--- config.mk ---
export PLATFORM = sky130hd
export DESIGN_NAME = xml_entity_codec
export DESIGN_NICKNAME = d
export VERILOG_FILES = /design/src/hdl/xec_pkg.sv /design/src/hdl/xec_front.sv /design/src/hdl/xec_fifo.sv /design/src/hdl/xec_back.sv /design/src/hdl/xml_entity_codec.sv
export VERILOG_INCLUDE_DIRS = /design/src /design/src/hdl
export SDC_FILE = /design/constraint.sdc
export NUM_CORES = 1
export LEC_CHECK = 0
export BUFFER_PORTS_ARGS = -buffer_cell sky130_fd_sc_hd__buf_2
export CAP_MARGIN = 25
export CORE_ASPECT_RATIO = 0.9
export CORE_MARGIN = 1.5
export CORE_UTILIZATION = 45
export DETAILED_ROUTE_END_ITERATION = 8
export PLACE_DENSITY_LB_ADDON = 0.15
export SKIP_CTS_REPAIR_TIMING = 1
export SLEW_MARGIN = 0
export SYNTH_ARGS = -nofsm -noshare
export SYNTH_HDL_FRONTEND = slang
export SYNTH_SLANG_ARGS = --single-unit
--- constraint.sdc ---
create_clock -name clk -period 10.95 [get_ports clk]
set_input_delay 1.6425 -clock clk [delete_from_list [all_inputs] [get_ports clk]]
set_output_delay 1.6425 -clock clk [all_outputs]
set_load 0.1 [all_outputs]
--- src/hdl/assert_macros.svh ---
// Assertion helpers shared by the codec modules.
// Expects a clock named clk and an active-low reset named rst_n in scope.
`ifndef ASSERT_MACROS_SVH
`define ASSERT_MACROS_SVH

// same-cycle implication
`define XEC_ASSERT_NOW(lbl, ante, cons) \
  lbl: assert property (@(posedge clk) disable iff (!rst_n) (ante) |-> (cons)) \
    else $error("assertion failed");

// next-cycle implication
`define XEC_ASSERT_NEXT(lbl, ante, cons) \
  lbl: assert property (@(posedge clk) disable iff (!rst_n) (ante) |=> (cons)) \
    else $error("assertion failed");

`endif

--- src/hdl/xec_pkg.sv ---
// Types, codes and entity tables of the XML entity codec.
// No dependencies.
package xec_pkg;

  localparam int QDEPTH = 4;
  localparam int QAW    = 2;
  localparam int CFG_AW = 2;

  localparam logic [15:0] LIMIT_RESET = 16'd256;

  localparam logic [1:0] ERR_NONE    = 2'd0;
  localparam logic [1:0] ERR_UNKNOWN = 2'd1;
  localparam logic [1:0] ERR_LONG    = 2'd2;
  localparam logic [1:0] ERR_CUT     = 2'd3;

  localparam logic [2:0] ENT_LT   = 3'd0;
  localparam logic [2:0] ENT_GT   = 3'd1;
  localparam logic [2:0] ENT_AMP  = 3'd2;
  localparam logic [2:0] ENT_APOS = 3'd3;
  localparam logic [2:0] ENT_QUOT = 3'd4;
  localparam int NUM_ENT = 5;

  localparam logic FUNC_ENCODE = 1'b0;
  localparam logic FUNC_DECODE = 1'b1;

  typedef struct packed {
    logic       func;
    logic [7:0] data_byte;
    logic       end_of_value;
  } in_item_t;

  typedef struct packed {
    logic [7:0] out_byte;
    logic       last_of_run;
    logic       value_done;
    logic [1:0] error;
  } out_item_t;

  // one queued job: a single result, or an entity to spell out
  typedef struct packed {
    logic       expand;
    logic [2:0] sel;
    logic [7:0] data;
    logic       eov;
    logic [1:0] err;
  } job_t;

  function automatic logic [7:0] ent_char(input logic [2:0] k);
    logic [7:0] c;
    unique case (k)
      ENT_LT:   c = 8'h3C;
      ENT_GT:   c = 8'h3E;
      ENT_AMP:  c = 8'h26;
      ENT_APOS: c = 8'h27;
      ENT_QUOT: c = 8'h22;
      default:  c = 8'h00;
    endcase
    return c;
  endfunction

  // length of the name after '&', including ';'
  function automatic logic [2:0] name_len(input logic [2:0] k);
    logic [2:0] n;
    unique case (k)
      ENT_LT, ENT_GT:     n = 3'd3;
      ENT_AMP:            n = 3'd4;
      ENT_APOS, ENT_QUOT: n = 3'd5;
      default:            n = 3'd0;
    endcase
    return n;
  endfunction

  function automatic logic [7:0] name_char(input logic [2:0] k, input logic [2:0] i);
    logic [39:0] s;
    logic [7:0]  c;
    unique case (k)
      ENT_LT:   s = {8'h00, 8'h00, 8'h3B, 8'h74, 8'h6C};
      ENT_GT:   s = {8'h00, 8'h00, 8'h3B, 8'h74, 8'h67};
      ENT_AMP:  s = {8'h00, 8'h3B, 8'h70, 8'h6D, 8'h61};
      ENT_APOS: s = {8'h3B, 8'h73, 8'h6F, 8'h70, 8'h61};
      ENT_QUOT: s = {8'h3B, 8'h74, 8'h6F, 8'h75, 8'h71};
      default:  s = '0;
    endcase
    unique case (i)
      3'd0:    c = s[7:0];
      3'd1:    c = s[15:8];
      3'd2:    c = s[23:16];
      3'd3:    c = s[31:24];
      3'd4:    c = s[39:32];
      default: c = 8'h00;
    endcase
    return c;
  endfunction

  // encoded text: '&' then the name
  function automatic logic [2:0] ent_len(input logic [2:0] k);
    return name_len(k) + 3'd1;
  endfunction

  function automatic logic [7:0] ent_text(input logic [2:0] k, input logic [2:0] pos);
    logic [7:0] c;
    if (pos == 3'd0) begin
      c = 8'h26;
    end else begin
      c = name_char(k, pos - 3'd1);
    end
    return c;
  endfunction

endpackage

--- src/hdl/xec_front.sv ---
// Front end: accepts input beats, runs the decode state and classifies each
// byte into a job for the queue. Depends on xec_pkg and assert_macros.svh.
`include "assert_macros.svh"
module xec_front import xec_pkg::*; #(
  parameter int COUNT_WIDTH = 16
) (
  input  logic        clk,
  input  logic        rst_n,
  input  logic        accept,
  input  in_item_t    item,
  input  logic [15:0] value_limit,
  output logic        job_valid,
  output job_t        job
);

  localparam int CMP_W = (COUNT_WIDTH > 16) ? COUNT_WIDTH : 16;

  logic [COUNT_WIDTH-1:0] byte_cnt_r, byte_cnt_nxt, cnt_inc;
  logic                   in_ent_r, in_ent_nxt;
  logic                   dropping_r, dropping_nxt;
  logic [2:0]             ent_cnt_r, ent_cnt_nxt;
  logic [NUM_ENT-1:0]     cand_r, cand_nxt, cand_new, done_vec;

  logic       enc_hit;
  logic [2:0] enc_sel, done_sel;
  logic       b_is_amp;
  logic [7:0] b;
  logic       eov;

  assign b        = item.data_byte;
  assign eov      = item.end_of_value;
  assign b_is_amp = (b == 8'h26);
  assign cnt_inc  = (&byte_cnt_r) ? byte_cnt_r : byte_cnt_r + 1'b1;

  always_comb begin
    enc_hit = 1'b0;
    enc_sel = ENT_LT;
    for (int k = 0; k < NUM_ENT; k++) begin
      if (b == ent_char(3'(k))) begin
        enc_hit = 1'b1;
        enc_sel = 3'(k);
      end
    end
  end

  // surviving name candidates after this byte, and which one it completes
  always_comb begin
    done_sel = ENT_LT;
    for (int k = 0; k < NUM_ENT; k++) begin
      cand_new[k] = cand_r[k] && (ent_cnt_r < name_len(3'(k))) &&
                    (b == name_char(3'(k), ent_cnt_r));
      done_vec[k] = cand_new[k] && ((ent_cnt_r + 3'd1) == name_len(3'(k)));
      if (done_vec[k]) begin
        done_sel = 3'(k);
      end
    end
  end

  always_comb begin
    byte_cnt_nxt = byte_cnt_r;
    in_ent_nxt   = in_ent_r;
    dropping_nxt = dropping_r;
    ent_cnt_nxt  = ent_cnt_r;
    cand_nxt     = cand_r;
    job_valid    = 1'b0;
    job.expand   = 1'b0;
    job.sel      = ENT_LT;
    job.data     = b;
    job.eov      = eov;
    job.err      = ERR_NONE;

    if (item.func == FUNC_ENCODE) begin
      job_valid  = 1'b1;
      job.expand = enc_hit;
      job.sel    = enc_sel;
    end else begin
      byte_cnt_nxt = cnt_inc;
      priority if (dropping_r) begin
        job_valid = 1'b0;
      end else if (CMP_W'(cnt_inc) >= CMP_W'(value_limit)) begin
        job_valid = 1'b1;
        job.err   = ERR_LONG;
      end else if (!in_ent_r) begin
        if (b_is_amp) begin
          if (eov) begin
            job_valid = 1'b1;
            job.err   = ERR_CUT;
          end else begin
            in_ent_nxt  = 1'b1;
            ent_cnt_nxt = 3'd0;
            cand_nxt    = '1;
          end
        end else begin
          job_valid = 1'b1;
        end
      end else if (cand_new == '0) begin
        job_valid = 1'b1;
        job.err   = ERR_UNKNOWN;
      end else if (done_vec != '0) begin
        job_valid  = 1'b1;
        job.data   = ent_char(done_sel);
        in_ent_nxt = 1'b0;
      end else if (eov) begin
        job_valid = 1'b1;
        job.err   = ERR_CUT;
      end else begin
        ent_cnt_nxt = ent_cnt_r + 3'd1;
        cand_nxt    = cand_new;
      end

      if (job_valid && job.err != ERR_NONE) begin
        dropping_nxt = 1'b1;
        in_ent_nxt   = 1'b0;
      end
      // end of value wipes all decode state
      if (eov) begin
        byte_cnt_nxt = '0;
        in_ent_nxt   = 1'b0;
        dropping_nxt = 1'b0;
      end
      if (!in_ent_nxt) begin
        ent_cnt_nxt = 3'd0;
      end
    end
    if (!accept) begin
      job_valid = 1'b0;
    end
  end

  always_ff @(posedge clk) begin
    if (!rst_n) begin
      byte_cnt_r <= '0;
      in_ent_r   <= 1'b0;
      dropping_r <= 1'b0;
      ent_cnt_r  <= 3'd0;
      cand_r     <= '0;
    end else if (accept) begin
      byte_cnt_r <= byte_cnt_nxt;
      in_ent_r   <= in_ent_nxt;
      dropping_r <= dropping_nxt;
      ent_cnt_r  <= ent_cnt_nxt;
      cand_r     <= cand_nxt;
    end
  end

  `XEC_ASSERT_NOW(a_drop_no_entity, dropping_r, !in_ent_r)
  `XEC_ASSERT_NOW(a_entity_has_cand, in_ent_r, cand_r != '0 && ent_cnt_r < 3'd5)

endmodule

--- src/hdl/xec_fifo.sv ---
// Short job queue between front and back end.
// Depends on xec_pkg and assert_macros.svh.
`include "assert_macros.svh"
module xec_fifo import xec_pkg::*; (
  input  logic clk,
  input  logic rst_n,
  input  logic wr_en,
  input  job_t wr_job,
  input  logic rd_en,
  output job_t rd_job,
  output logic full,
  output logic empty
);

  job_t           mem [QDEPTH];
  logic [QAW-1:0] wr_ptr_r, rd_ptr_r;
  logic [QAW:0]   cnt_r, cnt_nxt;

  assign full   = (cnt_r == (QAW+1)'(QDEPTH));
  assign empty  = (cnt_r == '0);
  assign rd_job = mem[rd_ptr_r];

  always_comb begin
    cnt_nxt = cnt_r;
    if (wr_en && !rd_en) begin
      cnt_nxt = cnt_r + 1'b1;
    end else if (!wr_en && rd_en) begin
      cnt_nxt = cnt_r - 1'b1;
    end
  end

  always_ff @(posedge clk) begin
    if (wr_en) begin
      mem[wr_ptr_r] <= wr_job;
    end
  end

  always_ff @(posedge clk) begin
    if (!rst_n) begin
      wr_ptr_r <= '0;
      rd_ptr_r <= '0;
      cnt_r    <= '0;
    end else begin
      if (wr_en) begin
        wr_ptr_r <= wr_ptr_r + 1'b1;
      end
      if (rd_en) begin
        rd_ptr_r <= rd_ptr_r + 1'b1;
      end
      cnt_r <= cnt_nxt;
    end
  end

  `XEC_ASSERT_NOW(a_fifo_bound, 1'b1, cnt_r <= (QAW+1)'(QDEPTH))
  `XEC_ASSERT_NOW(a_fifo_ptrs, cnt_r == '0 || cnt_r == (QAW+1)'(QDEPTH), wr_ptr_r == rd_ptr_r)

endmodule

--- src/hdl/xec_back.sv ---
// Back end: spells out queued jobs into the output register, one beat
// per cycle unless stalled. Depends on xec_pkg and assert_macros.svh.
`include "assert_macros.svh"
module xec_back import xec_pkg::*; (
  input  logic      clk,
  input  logic      rst_n,
  input  logic      q_empty,
  input  job_t      head,
  output logic      q_pop,
  output logic      empty,
  input  logic      pop,
  output out_item_t out_item
);

  logic [2:0] pos_r, pos_nxt;
  logic       ovalid_r, ovalid_nxt;
  out_item_t  out_r, res;
  logic       load, last;

  assign last = head.expand ? (pos_r == ent_len(head.sel) - 3'd1) : 1'b1;
  assign load = !q_empty && (!ovalid_r || pop);
  assign q_pop = load && last;

  always_comb begin
    res.last_of_run = last;
    res.value_done  = last && head.eov;
    res.error       = head.err;
    if (head.err != ERR_NONE) begin
      res.out_byte = 8'h00;
    end else if (head.expand) begin
      res.out_byte = ent_text(head.sel, pos_r);
    end else begin
      res.out_byte = head.data;
    end
  end

  always_comb begin
    pos_nxt = pos_r;
    if (load) begin
      pos_nxt = last ? 3'd0 : pos_r + 3'd1;
    end
    ovalid_nxt = load || (ovalid_r && !pop);
  end

  always_ff @(posedge clk) begin
    if (!rst_n) begin
      pos_r    <= 3'd0;
      ovalid_r <= 1'b0;
    end else begin
      pos_r    <= pos_nxt;
      ovalid_r <= ovalid_nxt;
    end
  end

  always_ff @(posedge clk) begin
    if (load) begin
      out_r <= res;
    end
  end

  assign empty    = !ovalid_r;
  assign out_item = out_r;

  `XEC_ASSERT_NOW(a_pos_in_range, !q_empty && head.expand, pos_r < ent_len(head.sel))
  `XEC_ASSERT_NEXT(a_pos_restart, q_pop, pos_r == 3'd0)

endmodule

--- src/hdl/xml_entity_codec.sv ---
// XML entity codec, top level: config register, front end, job queue, back end.
// Depends on xec_pkg, xec_front, xec_fifo, xec_back.
//
// Input channel: in_data (func, data_byte, end_of_value) is taken on a clock
// edge with push high and full low. func 0 escapes the byte, func 1 unescapes.
// Result channel: out_data holds the oldest result while empty is low; it is
// taken on an edge with pop high. Each result carries out_byte, last_of_run,
// value_done and error.
// Config: APB-style port, one register value_limit at address 0 (reset 256).
// Throughput: one input beat per cycle, while full is low, for plain bytes and
// decode traffic; an escaped character spells out 4 to 6 result beats, one per
// cycle unless stalled; the back end sets the rate at the entity text length.
// A result passes through the job queue and the output register. A four-entry
// job queue decouples the sides; full rises when it fills, so a stalled
// receiver backs up into the input after the queue and output register fill.
// Entity bytes before the last, and dropped bytes, produce no result.
// Reset (synchronous, rst_n low) empties the queue, clears decode state and
// sets value_limit back to 256.
module xml_entity_codec import xec_pkg::*; #(
  parameter int COUNT_WIDTH = 16
) (
  input  logic              clk,
  input  logic              rst_n,
  input  logic              push,
  output logic              full,
  input  in_item_t          in_data,
  output logic              empty,
  input  logic              pop,
  output out_item_t         out_data,
  input  logic              psel,
  input  logic              penable,
  input  logic              pwrite,
  input  logic [CFG_AW-1:0] paddr,
  input  logic [31:0]       pwdata,
  output logic [31:0]       prdata,
  output logic              pready
);

  logic [15:0] limit_r;
  logic        accept, job_valid, q_full, q_empty, q_pop;
  job_t        job, head;

  assign pready = 1'b1;
  assign prdata = (paddr == '0) ? {16'h0000, limit_r} : 32'h0000_0000;

  always_ff @(posedge clk) begin
    if (!rst_n) begin
      limit_r <= LIMIT_RESET;
    end else if (psel && penable && pwrite && pready) begin
      limit_r <= pwdata[15:0];
    end
  end

  assign full   = q_full;
  assign accept = push && !q_full;

  xec_front #(.COUNT_WIDTH(COUNT_WIDTH)) u_front (
    .clk         (clk),
    .rst_n       (rst_n),
    .accept      (accept),
    .item        (in_data),
    .value_limit (limit_r),
    .job_valid   (job_valid),
    .job         (job)
  );

  xec_fifo u_fifo (
    .clk    (clk),
    .rst_n  (rst_n),
    .wr_en  (job_valid),
    .wr_job (job),
    .rd_en  (q_pop),
    .rd_job (head),
    .full   (q_full),
    .empty  (q_empty)
  );

  xec_back u_back (
    .clk      (clk),
    .rst_n    (rst_n),
    .q_empty  (q_empty),
    .head     (head),
    .q_pop    (q_pop),
    .empty    (empty),
    .pop      (pop),
    .out_item (out_data)
  );

endmodule

==> results of run 1 <==
[worst max-delay path by stage]
| stage | start | endpoint | cells past startpoint |
|---|---|---|---|
| final | u_front.byte_cnt_r[0] | u_fifo.cnt_r[2] | 21 |
| after global routing | u_front.byte_cnt_r[0] | u_fifo.cnt_r[2] | 21 |
| after CTS | u_front.byte_cnt_r[0] | u_fifo.cnt_r[2] | 21 |
| after detailed placement | u_front.byte_cnt_r[0] | u_fifo.cnt_r[2] | 21 |
| after global placement | u_front.byte_cnt_r[0] | u_fifo.cnt_r[2] | 21 |
| after floorplan | paddr[1] | prdata[10] | 3 |
[logic make-up (layout without fill, tap and decap cells)]
group,count (synthesis),count (layout),share of synthesized area
DFF,127,127,0.441
xor gates and xnor gates,30,30,0.0355
and+or+nand+nor,260,260,0.183
adders and majority gates,36,36,0.0618
muxes,24,24,0.0586
other,2,17,0.00101
buffers and inverters,101,138,0.0637
AOI/OAI and AO/OA,161,161,0.156
[state kept, by name, indices dropped and copies added, names as in the netlist, named ones only]
register            count
u_front.ent_cnt_r       3
u_fifo.cnt_r            3
u_front.in_ent_r        1
u_fifo.rd_ptr_r         2
u_back.ovalid_r         1
u_back.pos_r            3
u_back.out_item        12
u_front.dropping_r      1
u_front.cand_r          5
u_fifo.wr_ptr_r         2
limit_r                16
u_fifo.mem             60
u_front.byte_cnt_r     16
[layout make-up]
class                      count  area (µm²)  area share
multi-input combinational    528        3730       0.449
sequential                   127        3260       0.393
clock buffer                  18         429      0.0517
timing repair buffer          65         328      0.0395
tap                          207         259      0.0312
inverter                      41         154      0.0186
clock inverter                14         134      0.0161
[critical path, stage by stage, from the launching register on]
cell and delay, ps:
dfxtp_1 440, ha_1 310, nand3_1 100, nor3_1 460, nand4_1 550, nand4_1 390, nor2_1 150, xor2_1 160
ha_1 300, a211o_1 260, a21oi_1 100, o21ai_0 110, a221oi_1 360, o211ai_1 250, o21ai_0 340, o211ai_4 190
ha_1 270, inv_1 70, fa_1 170, xor2_1 70, or3_1 300, a21boi_0 180
[routing by layer]
layer | vias to the layer above | global-route usage
li1 | 2739 | -
met1 | 2694 | 0.250
met2 | 136 | 0.316
met3 | 15 | 0.0346
met4 | 0 | 0.0576
met5 | - | 0
[Yosys cell counts, types with 4 or more instances]
master and instances:
o211ai_1 6, ha_1 35, nand2b_1 10, a31oi_1 6, edfxtp_1 72, o21a_1 4, or4_1 4, dfxtp_1 55
xnor2_1 23, mux4_2 15, or3_1 5, and3_1 6, nand2_1 74, nor2_1 41, a21boi_0 22, o21ai_0 32
nor3_1 29, o221a_1 5, a22oi_1 14, nand4_1 12, a211oi_1 4, buf_2 11, nand3_1 16, nor2b_1 21
clkbuf_1 29, and2_1 16, a21o_1 9, a21oi_1 26, xor2_1 7, inv_1 41, mux2i_1 7, buf_4 17
and4_1 4, nor4_1 4
[power by group]
part | switching, mW | internal (mW) | total (mW)
logic | 0.436 | 0.154 | 0.590
clock network | 0.220 | 0.316 | 0.536
registers | 0.0315 | 0.596 | 0.628
total | 0.688 | 1.07 | 1.75
[stage by stage]
stage	hold slack (ps)	instances	worst slack, ps
detailed placement	460	968	5380
CTS	468	1000	5340
global placement	455	968	5560
floorplan	443	756	5220
finish	464	1000	5330
global route	498	1000	4800
==> impl_results.md, run 1 <==
- Status: finished, final reports clean
- Die X: 138 µm
- Flop-to-flop setup slack: 5330 ps
- Die area: 0.0172 mm²
- Total GRT Usage: 0.189
- Initial drt markers: 365
- Mapped cell area: 0.00741 mm²
- Commonest cells after routing, fill and taps aside: nand2_1 (74), edfxtp_1 (72), buf_2 (64)
- VDD IR-drop max: 0.247 mV
- Final Instance Area: 0.00829 mm²
- Synth top area cells: edfxtp_1 (29%), dfxtp_1 (15%), ha_1 (5.9%)
- Port Buf Inserts: 64
- Mean Syn Cell Area: 9.99 µm²
- Worst reg2reg path depth: 21
- Worst rel slew slack: 0.373
- Seq/Total Area, Yosys: 0.441
- CTS max path bufs: 2
- Synth-to-Final Area Change: 12.0%
- Crit path kind: register to register
- CP endpoint kind: register
- Global placer's final weighted congestion: 0.851
- CP required: 11280 ps
- Max Cap Viol: 0
- Ports: 98
- Post-route ant nets: 0
- Worst-margin pin slew: 940 ps
- CTS tree: done
- P_leak: 3.09 nW
- Critical path launch point type: register
- Total Wirelength: 15.9 mm
- Vias in the first global route: 5390
- Post-DP Area: 0.00773 mm²
- Netlist cell types: 77
- Post-synth top area cell: edfxtp_1
- Clk Latency, worst-skew pair: 410 ps
- Post-route clock period utilization: 0.514
- FF-to-FF End: u_fifo.cnt_r[2]
- Filler cells: 1485
- Area of the core: 0.0161 mm²
- First-pass GRT wire length: 26.3 mm
- Initial antenna violation count: 0
- CTS root buffer: clkbuf_16
- Critical Path AT: 5960 ps
- Largest net degree at the start of global routing: 57
- Final nets: 867
- Clock transition at path regs: 60 ps
- Hold Path Class: register to register
- Pwr Total: 1.75 mW
- CTS H-tree lvls: 4
- Fin. max-slew vios: 0
- Synth Flop Type: edfxtp_1
- Die H: 125 µm
- DR WL met2: 7.63 mm
- Post-DP HPWL: 11.3 mm
- Num CTS Buffers: 17
- Most common cell after layout, fill and taps aside: nand2_1
- Drc violations: 0
- Post-synth EDFFs: 72
- Layout cell share with drive strength beyond 1: 0.166
- Crit path time final: 5620 ps
- Met3 WL: 605 µm
- Total congestion overflow: 0
- Power Dens Cells: 211 mW/mm²
- DR vias: 5584
- Fmax: 178 MHz
- Largest fanout on the critical path: 10
- Drt pass-1 iters: 4
- Setup violators final: 0
- Seq cells post-synth: 127
- Warnings, synthesis: 0
- Final Hold Viols: 0
- Clock sink total: 127
- Hold Path Stages: 2
- Synth top area share: 0.292
- Avg WL per Cell: 15.9 µm
- Core Util, Final: 0.514
- FF-to-FF Start: u_front.byte_cnt_r[0]
- Setup Skew: 8.92 ps
- Async S/R FF share, synth: 0
- Critical hold path startpoint: limit_r[5]
- Synth Instances: 741
- Wire length on met1: 7.50 mm
- Vias/cell: 5.58
- RSZ-0062 raised after global routing: false
- Top sig layer: met4
- Diodes inserted: 0
- Setup TNS: 0 ps
- WHS Endpoint: limit_r[5]
- Starting density of the core: 0.459
- FP Rows: 44
(Power assumes the default switching activity.)
==> run 2, diff against run 1 <==
clock period = 4.81 ns   (was 10.95 ns; I/O delays follow)
==> run 2 against run 1 <==
  * Global-route usage is 0.74 points higher
  * Clock power is 140% higher
  * Sequential cell count did not move
  * First-iteration DRC count is 1.4% lower
  * Non-clock buffer count grew 11
  * Critical path depth down 1
  * Critical endpoint unchanged
  * Power rose by 130%
  * Register-to-register slack got worse by 4900 ps
==> impl_results.md, run 2 (synthesized netlist as in run 1, its figures left out) <==
- Clock sink total: 127 (unchanged)
- Global placer's final weighted congestion: 0.873 (was 0.851)
- CTS max path bufs: 2 (unchanged)
- Area of the core: 0.0161 mm² (unchanged)
- Final Hold Viols: 0 (unchanged)
- Initial drt markers: 360 (was 365)
- DR vias: 5636 (was 5584)
- First-pass GRT wire length: 27.1 mm (was 26.3 mm)
- Hold Path Class: register to register (unchanged)
- Setup Skew: 9.03 ps (was 8.92 ps)
- Largest register by flop count: u_fifo.mem (unchanged)
- Fmax: 229 MHz (was 178 MHz)
- Total Wirelength: 16.3 mm (was 15.9 mm)
- Num CTS Buffers: 17 (unchanged)
- Crit path time final: 4370 ps (was 5620 ps)
- CP peak stage delay: 430 ps (was 550 ps)
- VDD IR-drop max: 0.546 mV (was 0.247 mV)
- RSZ-0062 raised after global routing: false (unchanged)
- Die H: 125 µm (unchanged)
- FP Rows: 44 (unchanged)
- Layout cell share with drive strength beyond 1: 0.180 (was 0.166)
- Worst-margin pin slew: 962 ps (was 940 ps)
- Ports: 98 (unchanged)
- Final nets: 878 (was 867)
- Crit path top cell by count: nand4_1 (was ha_1)
- CTS H-tree lvls: 4 (unchanged)
- Setup violators final: 0 (unchanged)
- Vias/cell: 5.57 (was 5.58)
- Post-route ant nets: 0 (unchanged)
- Filler cells: 1482 (was 1485)
- Post-DP HPWL: 11.5 mm (was 11.3 mm)
- Status: finished, final reports clean (unchanged)
- Avg WL per Cell: 16.1 µm (was 15.9 µm)
- Synth-to-Final Area Change: 13.5% (was 12.0%)
- Largest net degree at the start of global routing: 57 (unchanged)
- Regs by FF count: u_fifo.mem: 60 flops, limit_r: 16 flops, u_front.byte_cnt_r: 16 flops (unchanged)
- Power Dens Cells: 482 mW/mm² (was 211 mW/mm²)
- CP Cell Sequence: nand4_1 > nor3_2 > nand4_1 > nand4_1 > nor2_1 > xor2_1 > ha_1 > a211o_1 > a21oi_1 > o21ai_0 > a221oi_2 > o211ai_1 > o21ai_1 > o211ai_4 > ha_1 > inv_1 > fa_1 > xor2_1 > or3_1 > a21boi_0 (was ha_1 > nand3_1 > nor3_1 > nand4_1 > nand4_1 > nor2_1 > xor2_1 > ha_1 > a211o_1 > a21oi_1 > o21ai_0 > a221oi_1 > o211ai_1 > o21ai_0 > o211ai_4 > ha_1 > inv_1 > fa_1 > xor2_1 > or3_1 > a21boi_0)
- FF-to-FF Start: u_front.byte_cnt_r[5] (was u_front.byte_cnt_r[0])
- Critical path launch point type: register (unchanged)
- Fin. max-slew vios: 0 (unchanged)
- Core Util, Final: 0.521 (was 0.514)
- Initial antenna violation count: 0 (unchanged)
- Diodes inserted: 0 (unchanged)
- Die area: 0.0172 mm² (unchanged)
- Clk Latency, worst-skew pair: 420 ps (was 410 ps)
- Setup TNS: 0 ps (unchanged)
- Total GRT Usage: 0.197 (was 0.189)
- Port Buf Inserts: 64 (unchanged)
- Clock transition at path regs: 60 ps (about the same)
- Worst rel slew slack: 0.356 (was 0.373)
- Commonest cells after routing, fill and taps aside: nand2_1 (74), edfxtp_1 (72), buf_2 (64) (unchanged)
- Critical Path AT: 4710 ps (was 5960 ps)
- Worst setup path startpoint: u_front.byte_cnt_r[5] (was u_front.byte_cnt_r[0])
- Worst path slowest cell: dfxtp_1 (was nand4_1)
- P_leak: 3.17 nW (was 3.09 nW)
- Die X: 138 µm (unchanged)
- Critical hold path startpoint: limit_r[1] (was limit_r[5])
- CTS root buffer: clkbuf_16 (unchanged)
- Crit path kind: register to register (unchanged)
- Max reg flops: 60 (unchanged)
- Largest fanout on the critical path: 7 (was 10)
- Vias in the first global route: 5410 (was 5390)
- Most common cell after layout, fill and taps aside: nand2_1 (unchanged)
- Total congestion overflow: 0 (unchanged)
- CTS tree: done (unchanged)
- Post-route clock period utilization: 0.908 (was 0.514)
- CP endpoint kind: register (unchanged)
- Max Cap Viol: 0 (unchanged)
- Drc violations: 0 (unchanged)
- Drt pass-1 iters: 7 (was 4)
- Starting density of the core: 0.459 (unchanged)
- CP required: 5150 ps (was 11280 ps)
run 2: cell types whose count changed in the layout (fill, tap and decap cells not counted), sizes merged:
cell      delta
buf         +11
inv          -5
clkinv       +3
bufinv       +2
clkbuf       +1
clkinvlp     -1
run 2: metrics by stage:
| stage | power, mW | instances | worst slack (ps) | hold slack, ps | instance area [µm²] |
|---|---|---|---|---|---|
| CTS | 4.08 | 1008 | 30.1 | 470 | 8370 |
| global placement | 2.78 | 976 | 194 | 455 | 7790 |
| global route | 4.24 | 1011 | 54.8 | 498 | 8410 |
| detailed placement | 2.81 | 976 | 57.2 | 462 | 7790 |
| finish | 4.05 | 1011 | 441 | 469 | 8410 |
| floorplan | 2.56 | 756 | 204 | 443 | 7460 |
run 2: area by class of cell:
type	count	area (µm²)	share of cell area
Clock buffer	19	433	0.0515
Inverter	41	154	0.0183
Multi-Input combinational cell	528	3740	0.445
Timing Repair Buffer	76	410	0.0488
Tap cell	207	259	0.0308
Sequential cell	127	3260	0.388
Clock inverter	13	148	0.0176
run 2: path summary, 6_finish.rpt:
kind | end | slack [ps] | depth (start not counted)
hold / removal | limit_r[1] | 470 | 2
setup reg to reg | u_fifo.cnt_r[2] | 440 | 20
setup / recovery | u_fifo.cnt_r[2] | 440 | 20
hold reg to reg | limit_r[1] | 470 | 2
run 2: critical path: cells and delay by family (launching register included):
family                     cells  cell delay (ps)
AOI/OAI and AO/OA              8             1530
xor gates and xnor gates       2              220
adders and majority gates      3              730
buffers and inverters          1               70
DFF                            1              430
and+or+nand+nor                6             1300
run 2: metal layers:
| layer | vias to the layer above | wire length (µm) | global-route usage |
|---|---|---|---|
| met4 | 0 | 274 | 0.0724 |
| met3 | 24 | 684 | 0.0427 |
| met2 | 148 | 7510 | 0.312 |
| met5 | - | 0 | 0 |
| li1 | 2755 | - | - |
| met1 | 2709 | 7820 | 0.264 |
run 2: power by group:
group          leakage (nW)  switching [mW]  total [mW]  internal, mW
Sequential             1.11          0.0824        1.44          1.36
Clock                 0.284           0.457        1.26         0.806
Combinational          1.77           0.996        1.35         0.354
